$ cat config.mk
export PLATFORM = sky130hd
export DESIGN_NAME = layer_pixel_blend
export DESIGN_NICKNAME = d
export VERILOG_FILES = /design/src/rtl/core/lpb_pkg.sv /design/src/rtl/core/layer_pixel_blend.sv /design/src/rtl/core/lpb_channel.sv
export SDC_FILE = /design/constraint.sdc
export NUM_CORES = 2
export LEC_CHECK = 0
export BUFFER_PORTS_ARGS = -buffer_cell sky130_fd_sc_hd__clkbuf_2
export CAP_MARGIN = 20
export CORE_MARGIN = 2
export CORE_UTILIZATION = 59
export DETAILED_ROUTE_END_ITERATION = 12
export PLACE_DENSITY = 0.78
export SYNTH_ARGS = -nofsm -noshare
export SYNTH_HDL_FRONTEND = slang
export SYNTH_HIERARCHICAL = 1
export SYNTH_SLANG_ARGS = --single-unit
$ cat constraint.sdc
create_clock -name clock -period 5 [get_ports clock]
set_input_delay 1.25 -clock clock [delete_from_list [all_inputs] [get_ports clock]]
set_output_delay 1.25 -clock clock [all_outputs]
set_load 0.01 [all_outputs]
$ cat src/rtl/core/lpb_pkg.sv
// Shared types and constants for the layer pixel blend block.
// Used by lpb_channel, layer_pixel_blend and the testbench; depends on nothing.
`timescale 1ns / 1ps
`default_nettype none

package lpb_pkg;

   localparam int PIX_W    = 8;
   localparam int WEIGHT_W = 9;
   localparam int MODE_W   = 3;
   localparam int MASK_W   = 3;
   localparam int CSR_IDX_W  = 2;
   localparam int CSR_DATA_W = 9;
   localparam int CHANNELS   = 3;

   localparam logic [WEIGHT_W-1:0] WEIGHT_FULL = 9'd256;
   localparam logic [MASK_W-1:0]   MASK_ALL    = 3'd7;

   // Latency from an accepted item to its result strobe.
   localparam int LATENCY = 5;

   typedef enum logic [MODE_W-1:0] {
      MODE_REPLACE = 3'd0,
      MODE_SUM     = 3'd1,
      MODE_SUB     = 3'd2,
      MODE_MULT    = 3'd3,
      MODE_AVG     = 3'd4,
      MODE_MIN     = 3'd5,
      MODE_MAX     = 3'd6,
      MODE_PASS    = 3'd7
   } blend_mode_type;

   typedef enum logic [CSR_IDX_W-1:0] {
      CSR_BLEND_MODE   = 2'd0,
      CSR_LAYER_WEIGHT = 2'd1,
      CSR_CHANNEL_MASK = 2'd2,
      CSR_UNUSED       = 2'd3
   } csr_index_type;

   // Per-channel controls that travel with an item.
   typedef struct packed {
      blend_mode_type        mode;
      logic [WEIGHT_W-1:0]   weight;
      logic                  take;
   } chan_ctl_type;

endpackage

`default_nettype wire

$ cat src/rtl/core/layer_pixel_blend.sv
// Top level of the layer pixel blend block: control registers, input stage,
// valid pipeline and three lpb_channel datapaths. Depends on lpb_pkg.
`timescale 1ns / 1ps
`default_nettype none

// Blends one layer pixel onto one destination pixel per item. An item is
// taken whenever start is high; busy never rises, so a new item may enter on
// every clock. The result appears on the rsp_ ports with rsp_valid high for
// one cycle, after the input register and the four datapath stages that the
// two-stage multiply and the divide by 255 in multiply mode require. The
// receiver cannot stall the block and need not.
// Write the control registers only while no item is in flight; the csr port
// is always ready.

module layer_pixel_blend
   import lpb_pkg::*;
(
   input  wire logic                   clock,
   input  wire logic                   reset,

   input  wire logic                   start,
   output logic                        busy,
   input  wire logic [PIX_W-1:0]       req_src_red,
   input  wire logic [PIX_W-1:0]       req_src_green,
   input  wire logic [PIX_W-1:0]       req_src_blue,
   input  wire logic [PIX_W-1:0]       req_dst_red,
   input  wire logic [PIX_W-1:0]       req_dst_green,
   input  wire logic [PIX_W-1:0]       req_dst_blue,

   output logic                        rsp_valid,
   output logic      [PIX_W-1:0]       rsp_out_red,
   output logic      [PIX_W-1:0]       rsp_out_green,
   output logic      [PIX_W-1:0]       rsp_out_blue,

   input  wire logic                   csr_valid,
   output logic                        csr_ready,
   input  wire logic [CSR_IDX_W-1:0]   csr_index,
   input  wire logic [CSR_DATA_W-1:0]  csr_data
);

   // control registers
   blend_mode_type        mode_ff;
   logic [WEIGHT_W-1:0]   weight_ff;
   logic [MASK_W-1:0]     mask_ff;

   assign csr_ready = 1'b1;
   assign busy      = 1'b0;

   always_ff @(posedge clock) begin
      if (reset) begin
         mode_ff   <= MODE_REPLACE;
         weight_ff <= WEIGHT_FULL;
         mask_ff   <= MASK_ALL;
      end else if (csr_valid && csr_ready) begin
         unique case (csr_index_type'(csr_index))
            CSR_BLEND_MODE:   mode_ff   <= blend_mode_type'(csr_data[MODE_W-1:0]);
            CSR_LAYER_WEIGHT: weight_ff <= csr_data[WEIGHT_W-1:0];
            CSR_CHANNEL_MASK: mask_ff   <= csr_data[MASK_W-1:0];
            default:          ;
         endcase
      end
   end

   // valid bits travel alongside the datapath
   logic [LATENCY-1:0] valid_ff, valid_in;

   assign valid_in = {valid_ff[LATENCY-2:0], start && !busy};

   always_ff @(posedge clock) begin
      if (reset) begin
         valid_ff <= '0;
      end else begin
         valid_ff <= valid_in;
      end
   end

   assign rsp_valid = valid_ff[LATENCY-1];

   // input stage: hold the pixel and a snapshot of the controls
   logic [PIX_W-1:0]      src_ff [CHANNELS];
   logic [PIX_W-1:0]      dst_ff [CHANNELS];
   blend_mode_type        cmode_ff;
   logic [WEIGHT_W-1:0]   cweight_ff, cweight_in;
   logic [MASK_W-1:0]     cmask_ff;

   // saturate weights above full scale
   assign cweight_in = (weight_ff > WEIGHT_FULL) ? WEIGHT_FULL : weight_ff;

   always_ff @(posedge clock) begin
      src_ff[0]  <= req_src_red;
      src_ff[1]  <= req_src_green;
      src_ff[2]  <= req_src_blue;
      dst_ff[0]  <= req_dst_red;
      dst_ff[1]  <= req_dst_green;
      dst_ff[2]  <= req_dst_blue;
      cmode_ff   <= mode_ff;
      cweight_ff <= cweight_in;
      cmask_ff   <= mask_ff;
   end

   logic [PIX_W-1:0] result [CHANNELS];

   for (genvar c = 0; c < CHANNELS; c++) begin : g_chan
      chan_ctl_type ctl;

      assign ctl.mode   = cmode_ff;
      assign ctl.weight = cweight_ff;
      assign ctl.take   = cmask_ff[c];

      lpb_channel u_channel (
         .clock  (clock),
         .ctl    (ctl),
         .src    (src_ff[c]),
         .dst    (dst_ff[c]),
         .result (result[c])
      );
   end

   assign rsp_out_red   = result[0];
   assign rsp_out_green = result[1];
   assign rsp_out_blue  = result[2];

endmodule

`default_nettype wire

$ cat src/rtl/core/lpb_channel.sv
// Four-stage blend datapath for one color channel.
// Depends on lpb_pkg for the mode codes and the control struct.
`timescale 1ns / 1ps
`default_nettype none

module lpb_channel
   import lpb_pkg::*;
(
   input  wire logic               clock,
   input  wire chan_ctl_type       ctl,
   input  wire logic [PIX_W-1:0]   src,
   input  wire logic [PIX_W-1:0]   dst,
   output logic      [PIX_W-1:0]   result
);

   // stage 1: scaled layer value and src*dst product
   chan_ctl_type          ctl1_ff;
   logic [PIX_W-1:0]      s1_ff, dst1_ff;
   logic [2*PIX_W-1:0]    p1_ff;
   logic [WEIGHT_W-1:0]   wc1_ff;
   logic [16:0]           sw;

   assign sw = 17'(src) * 17'(ctl.weight);

   always_ff @(posedge clock) begin
      ctl1_ff <= ctl;
      s1_ff   <= sw[15:8];
      dst1_ff <= dst;
      p1_ff   <= 16'(src) * 16'(dst);
      wc1_ff  <= WEIGHT_FULL - ctl.weight;
   end

   // stage 2: multiply terms and the result of the simple modes
   chan_ctl_type          ctl2_ff;
   logic [PIX_W-1:0]      dst2_ff, alt2_ff, alt2_in;
   logic [16:0]           t12_ff;
   logic [23:0]           t22_ff;
   logic [PIX_W:0]        add1;

   assign add1 = 9'(s1_ff) + 9'(dst1_ff);

   always_comb begin
      case (ctl1_ff.mode)
         MODE_REPLACE: alt2_in = s1_ff;
         MODE_SUM:     alt2_in = add1[PIX_W] ? 8'd255 : add1[PIX_W-1:0];
         MODE_SUB:     alt2_in = (s1_ff > dst1_ff) ? (s1_ff - dst1_ff) : 8'd0;
         MODE_AVG:     alt2_in = add1[PIX_W:1];
         MODE_MIN:     alt2_in = (dst1_ff < s1_ff) ? dst1_ff : s1_ff;
         MODE_MAX:     alt2_in = (dst1_ff > s1_ff) ? dst1_ff : s1_ff;
         default:      alt2_in = dst1_ff;
      endcase
   end

   always_ff @(posedge clock) begin
      ctl2_ff <= ctl1_ff;
      dst2_ff <= dst1_ff;
      alt2_ff <= alt2_in;
      t12_ff  <= 17'(wc1_ff) * 17'(dst1_ff);
      t22_ff  <= 24'(p1_ff) * 24'(ctl1_ff.weight);
   end

   // stage 3: (256-w)*dst*255 + dst*src*w, then drop the factor of 256
   chan_ctl_type          ctl3_ff;
   logic [PIX_W-1:0]      dst3_ff, alt3_ff;
   logic [15:0]           y3_ff;
   logic [24:0]           sum;

   assign sum = {t12_ff, 8'd0} - 25'(t12_ff) + 25'(t22_ff);

   always_ff @(posedge clock) begin
      ctl3_ff <= ctl2_ff;
      dst3_ff <= dst2_ff;
      alt3_ff <= alt2_ff;
      y3_ff   <= sum[23:8];
   end

   // stage 4: divide by 255 with one correction step, final select
   logic [PIX_W-1:0] q0, q;
   logic [PIX_W:0]   rem;
   logic [PIX_W-1:0] result_in, result_ff;

   assign q0  = y3_ff[15:8];
   assign rem = 9'(y3_ff[7:0]) + 9'(q0);
   assign q   = q0 + 8'(rem >= 9'd255);

   always_comb begin
      if (ctl3_ff.mode == MODE_PASS) begin
         result_in = dst3_ff;
      end else if (!ctl3_ff.take) begin
         result_in = (ctl3_ff.mode == MODE_REPLACE) ? 8'd0 : dst3_ff;
      end else if (ctl3_ff.mode == MODE_MULT) begin
         result_in = q;
      end else begin
         result_in = alt3_ff;
      end
   end

   always_ff @(posedge clock) begin
      result_ff <= result_in;
   end

   assign result = result_ff;

endmodule

`default_nettype wire

# Yosys cells after proc, flatten, opt, wreduce, memory -nomap -nowiden
# Memory sizes are Yosys's and may differ from the RTL's.
# Cells that the tools add are included.
totals:
  regBits: 458
  ram_bits: 48
  input_bits: 63
  output_inout_bits: 27
  memories: 2
memory_table:
  columns: ["memory", "words", "word_bits", "read_ports", "rd_ports_with_merged_regs", "write_ports", "line_no", "source"]
  rows:
  - ["dst_ff", 3, 8, 3, 0, 3, "layer_pixel_blend.sv:81", "logic [PIX_W-1:0] dst_ff [CHANNELS];"]
  - ["src_ff", 3, 8, 3, 0, 3, "layer_pixel_blend.sv:80", "logic [PIX_W-1:0] src_ff [CHANNELS];"]
classes:
  n_addsub: 19
  multipliers: 12
  order_cmp: 13
  n_eq_ne: 9
  mux: 27
  n_reduce_logical: 6
ops:
  columns: ["op", "count"]
  rows:
  - ["8-bit 2-to-1 mux", 24]
  - ["8-bit one-hot mux with 6 select lines", 3]
  - ["24-bit adder", 3]
  - ["16-bit by 9-bit multiplier with 24-bit output", 3]
  - ["24-bit by 17-bit subtractor with 24-bit output", 3]
  - ["8-bit by 8-bit adder with 9-bit output", 6]
  - ["9-bit by 8-bit multiplier with 17-bit output", 3]
  - ["8-bit > comparator", 6]
  - ["8-bit by 8-bit multiplier with 16-bit output", 3]
  - ["8-bit by 9-bit multiplier with 16-bit output", 3]
  - ["9-bit by 8-bit >= comparator with 1-bit output (second input constant)", 3]
  - ["8-bit by 1-bit adder with 8-bit output", 3]
  - ["8-bit less-than comparator", 3]
  - ["8-bit subtractor", 3]
  - ["3-bit == test (second input constant)", 4]
  - ["9-bit > comparator (second input constant)", 1]
  - ["9-bit subtractor (first input constant)", 1]
  - ["3-bit by 2-bit == test with 1-bit output (second input constant)", 2]
  - ["3-bit logical NOT", 2]
  - ["2-bit AND reduction", 3]
  - ["3-bit by 1-bit == test with 1-bit output (second input constant)", 1]
  - ["2-bit by 1-bit == test with 1-bit output (second input constant)", 1]
  - ["2-bit == test (second input constant)", 1]
  - ["2-bit logical NOT", 1]

# Logic depth before layout (Yosys ltp)
logic_depth:
  ltp_word: 6
  depth_mapped: 20
  depth_no_buf: 19

# Hierarchy
# The synthesis kept the hierarchy.
by_module_without_submodules:
  columns: ["module", "instances", "cells_each", "area_per_inst_um2"]
  rows:
  - ["lpb_channel at g_chan[2].u_channel", 1, 1931, 17285.3]
  - ["lpb_channel at g_chan[0].u_channel", 1, 1939, 17276.6]
  - ["lpb_channel at g_chan[1].u_channel", 1, 1858, 16908.7]
  - ["layer_pixel_blend", 1, 152, 2129.5]

# Worst setup path before layout
# OpenSTA, ideal clock, no wires.
synth_timing:
  path_kind: "reg2reg"
  from: "register g_chan[1].u_channel/wc1_ff[0] (netlist name)"
  to: "register g_chan[1].u_channel.t22_ff[22]"
  setup_time_ns: 0.133
  arrival_ns: 4.620
  slack_ns: 0.247
  stages_incl_launch_ff: 19
  path_buffers: 1
  synth_period_minus_slack_ns: 4.753
  cell_sequence: "dfxtp_1 -> clkbuf_1 -> nand2_1 -> fa_1 -> inv_1 -> fa_1 -> fa_1 -> inv_1 -> fa_1 -> inv_1 -> ha_1 -> a21oi_1 -> nor2b_1 -> a311o_1 -> o31ai_2 -> o21ai_1 -> a31oi_1 -> o311ai_1 -> xor2_1"
synth_rtl:
  columns: ["element", "line_no", "source"]
  rows:
  - ["end signal: assignment", "lpb_channel.sv:59", "t22_ff <= 24'(p1_ff) * 24'(ctl1_ff.weight);"]
  - ["end: declaration", "lpb_channel.sv:37", "logic [23:0] t22_ff;"]

# Worst setup path after layout
layout_timing:
  from: "register g_chan[0].u_channel.wc1_ff[0]"
  to: "register g_chan[0].u_channel.t12_ff[14]"
layout_via:
  elab_chain_cells: 1
layout_lines:
  columns: ["element", "line_no", "source"]
  rows:
  - ["start: declaration", "lpb_channel.sv:20", "logic [WEIGHT_W-1:0] wc1_ff;"]
  - ["start signal: assignment", "lpb_channel.sv:30", "wc1_ff <= WEIGHT_FULL - ctl.weight;"]
  - ["9-bit by 8-bit multiplier with 17-bit output", "lpb_channel.sv:58", "t12_ff <= 17'(wc1_ff) * 17'(dst1_ff);"]
  - ["end signal: assignment", "lpb_channel.sv:58", null]
  - ["end: declaration", "lpb_channel.sv:36", "logic [16:0] t12_ff;"]
# No other way between the ends.
# A chain may end at the register's enable or synchronous reset.

==> results_dict.tcl <==
set metrics [dict create \
    synth_area_mm2 0.0536 \
    drtAntennaViolNets 0 \
    antenna_found_initial 6 \
    final_cell_mix "inv_1, fa_1, nand2_1" \
    max_slew_margin 0.422 \
    drc 0 \
    start_kind "register" \
    synth-async-reset-ratio 0 \
    finalPower_mw 19.5 \
    critical_path_required_ps 5570 \
    avgSynthCellArea_um2 9.12 \
    io_buffers 87 \
    grt.busiest_layer "met2" \
    cp.arrival_ps 5350 \
    grt.total_usage 0.270 \
    io_pins 90 \
    start_util 0.595 \
    vdd_ir_drop_max_v 0.000271 \
    firstDrtPassIters 6 \
    cts_setup_buffers 0 \
    yosysWarnings 6 \
    post-route-period-util 0.956 \
    r2r_slack_ps 220 \
    syn_inst 5880 \
    drive_gt1_frac 0.0666 \
    root_buffer "clkbuf_16" \
    drv_cap 0 \
    final_common_cell "inv_1" \
    grt_remaining_overflow 0 \
    finalHoldWorstSlack_ps 323 \
    fmax_mhz 209 \
    met3_usage 0.0413 \
    grt_pass1_vias 41500 \
    dieArea_mm2 0.0933 \
    clock_latency_ps 690 \
    worstHoldPathType "register to register" \
    grtUsageMet1 0.354 \
    rsz0062_at_grt "no" \
    tightest_slew_ps 853 \
    cts_max_path_buffers 3 \
    ys_dominant_reg_cell "dfxtp_1" \
    rr_endpoint "g_chan[0].u_channel/t12_ff[14]" \
    synth_nets 7254 \
    coreArea_mm2 0.0900 \
    rr_startpoint "g_chan[0].u_channel/wc1_ff[0]" \
    dieWidth_um 305 \
    cts.sinks 557 \
    via_count 39400 \
    avgRoutedWirePerCell_um 17.0 \
    grt_max_degree 33 \
    drtIter0Drc 2666 \
    worstHoldEndpoint "g_chan[2].u_channel/ctl3_ff[10]" \
    critical_path_class "register to register" \
    ys_ff_latch 557 \
    rows 110 \
    final_nets 7363 \
    tns_ps 0 \
    utilization 0.645 \
    routed_wl_mm 123 \
    htreeDepth 2 \
    fp.dieH_um 305 \
    cts_tree "built" \
    clk_pin_slew_ps 60 \
    vias_per_cell 5.46 \
    dp_hpwl_mm 98.4 \
    status "finished clean" \
    period_minus_slack_ps 4780 \
    gp_congestion 0.930 \
    min_from "g_chan[2].u_channel/ctl2_ff[10]" \
    syn2layout_area_growth_pct 8.23 \
    final-hold-violation-count 0 \
    ys_seq_area_frac 0.208 \
    synth_enable_flop_cells 0 \
    slew_viol_final 0 \
    hold_depth 0 \
    cellLeakagePower_nw 29.5 \
    power_density_mw_per_mm2 336 \
    yosys.cell_types.count 98 \
    fin_worst_skew_ps 40.5 \
    cts_made_buffers 61 \
    finalSetupViolations 0 \
    grt_pass1_wl_mm 206 \
    crit_path_end_kind "register" \
    met2_usage 0.458 \
    crit_fanout 13 \
    reg2reg_depth 15 \
]
## flip-flops by register name, summed over array words and instances, names as in the netlist, 24 cells and up
register	flops
g_chan.u_channel/t22_ff	72
src_ff	24
g_chan.u_channel/alt3_ff	24
g_chan.u_channel/dst3_ff	24
dst_ff	24
g_chan.u_channel/s1_ff	24
g_chan.u_channel/ctl1_ff	36
g_chan.u_channel/alt2_ff	24
g_chan.u_channel/result	24
g_chan.u_channel/y3_ff	48
g_chan.u_channel/wc1_ff	27
g_chan.u_channel/dst1_ff	24
g_chan.u_channel/dst2_ff	24
g_chan.u_channel/p1_ff	48
g_chan.u_channel/t12_ff	51
## stage by stage
step / cells / setup WS (ps) / area (um2)
finish: 7216 / 221 / 58000
global route: 7214 / 14.9 / 58000
CTS: 7214 / 50.8 / 57900
detailed placement: 7102 / 65.2 / 55800
global placement: 7102 / 122 / 55800
floorplan: 5880 / 247 / 53600
## area by class of cell
cell class                 count  area, um2
clock buffer                  81       1680
tap                         1176       1470
antenna                        2       5.00
inverter                    1117       4190
clock inverter                31        427
timing repair buffer         208       1380
sequential                   557      11200
fill                        7220      32000
multi-input combinational   4044      37700
## how the worst max path moves through the flow
stage / startpoint / to / slack (ps) / cells past startpoint
2_1_floorplan: g_chan[1].u_channel/wc1_ff[0] / g_chan[1].u_channel/t22_ff[22] / 250 / 18
3_3_place_gp: g_chan[0].u_channel/wc1_ff[0] / g_chan[0].u_channel/t12_ff[14] / 120 / 15
3_5_place_dp: g_chan[0].u_channel/wc1_ff[0] / g_chan[0].u_channel/t12_ff[14] / 70 / 15
4_1_cts: g_chan[0].u_channel/ctl1_ff[3] / g_chan[0].u_channel/t22_ff[21] / 50 / 18
5_1_grt: g_chan[0].u_channel/wc1_ff[0] / g_chan[0].u_channel/t12_ff[13] / 10 / 16
6_report: g_chan[0].u_channel/wc1_ff[0] / g_chan[0].u_channel/t12_ff[14] / 220 / 15
## kinds of logic (layout without fill, tap and decap cells)
kind of cell,count (synthesis),after routing,share of synthesized area
AO/OA/AOI/OAI,684,684,0.0856
XOR/XNOR,270,270,0.0441
adder cells (fa/ha/maj),1311,1311,0.402
buffers and inverters,1279,1437,0.0903
flip-flops,557,557,0.208
multiplexers,26,26,0.00490
other,2,4,0.000140
AND/OR/NAND/NOR,1751,1751,0.165
## layer usage
metal	vias up	routed length, um	share of wire
met5	-	46	0.00037
li1	18600	-	-
met4	8	3700	0.030
met3	244	7440	0.061
met1	19300	52900	0.43
met2	1160	58900	0.48
## where the power goes
| part | internal, mW | leakage (nW) | total, mW | switching (mW) |
|---|---|---|---|---|
| sequential | 5.29 | 4.64 | 6.16 | 0.870 |
| clock | 2.71 | 1.01 | 4.70 | 1.99 |
| combinational | 3.87 | 23.8 | 8.63 | 4.76 |
## critical path: stages, from the launching register on
cell and delay [ps]:
dfxtp_2 470, buf_4 250, nand2_1 100, fa_1 540
fa_1 550, inv_1 50, fa_1 530, inv_1 60
fa_1 530, inv_1 40, ha_1 290, a21boi_0 270
nor3_1 110, o31ai_1 500, o41a_1 200, xor2_1 200
## cells in the mapped netlist, types with 13 or more instances
cell type  instances  area share
nand3_1           53      0.0049
nand4_1           19      0.0022
fa_1             684        0.26
ha_1             627        0.15
nor4_1            13      0.0015
nor2b_1           52      0.0061
o31ai_1           17      0.0024
and3_1            25      0.0029
and2_1           577       0.067
a21oi_1          172       0.016
a31oi_1           17      0.0020
xnor2_1          189       0.031
nor3_1            55      0.0051
a22o_1            22      0.0036
or3_1             18      0.0021
a21o_1            64      0.0090
o22ai_1           16      0.0019
nand2_1          635       0.044
nor2_1           189       0.013
clkbuf_1         143       0.010
nand2b_1          59      0.0069
xor2_1            81       0.013
o21ai_0          148       0.014
inv_1           1117       0.078
a211oi_1          24      0.0034
o21a_1            42      0.0059
mux2i_1           24      0.0045
dfxtp_1          557        0.21
## repair_timing
item,CTS,global route
hold buffers,0,0
endpoints found under the setup margin,0,31
gates resized for setup,0,48
No activity file was read; power rests on OpenSTA's default activity.
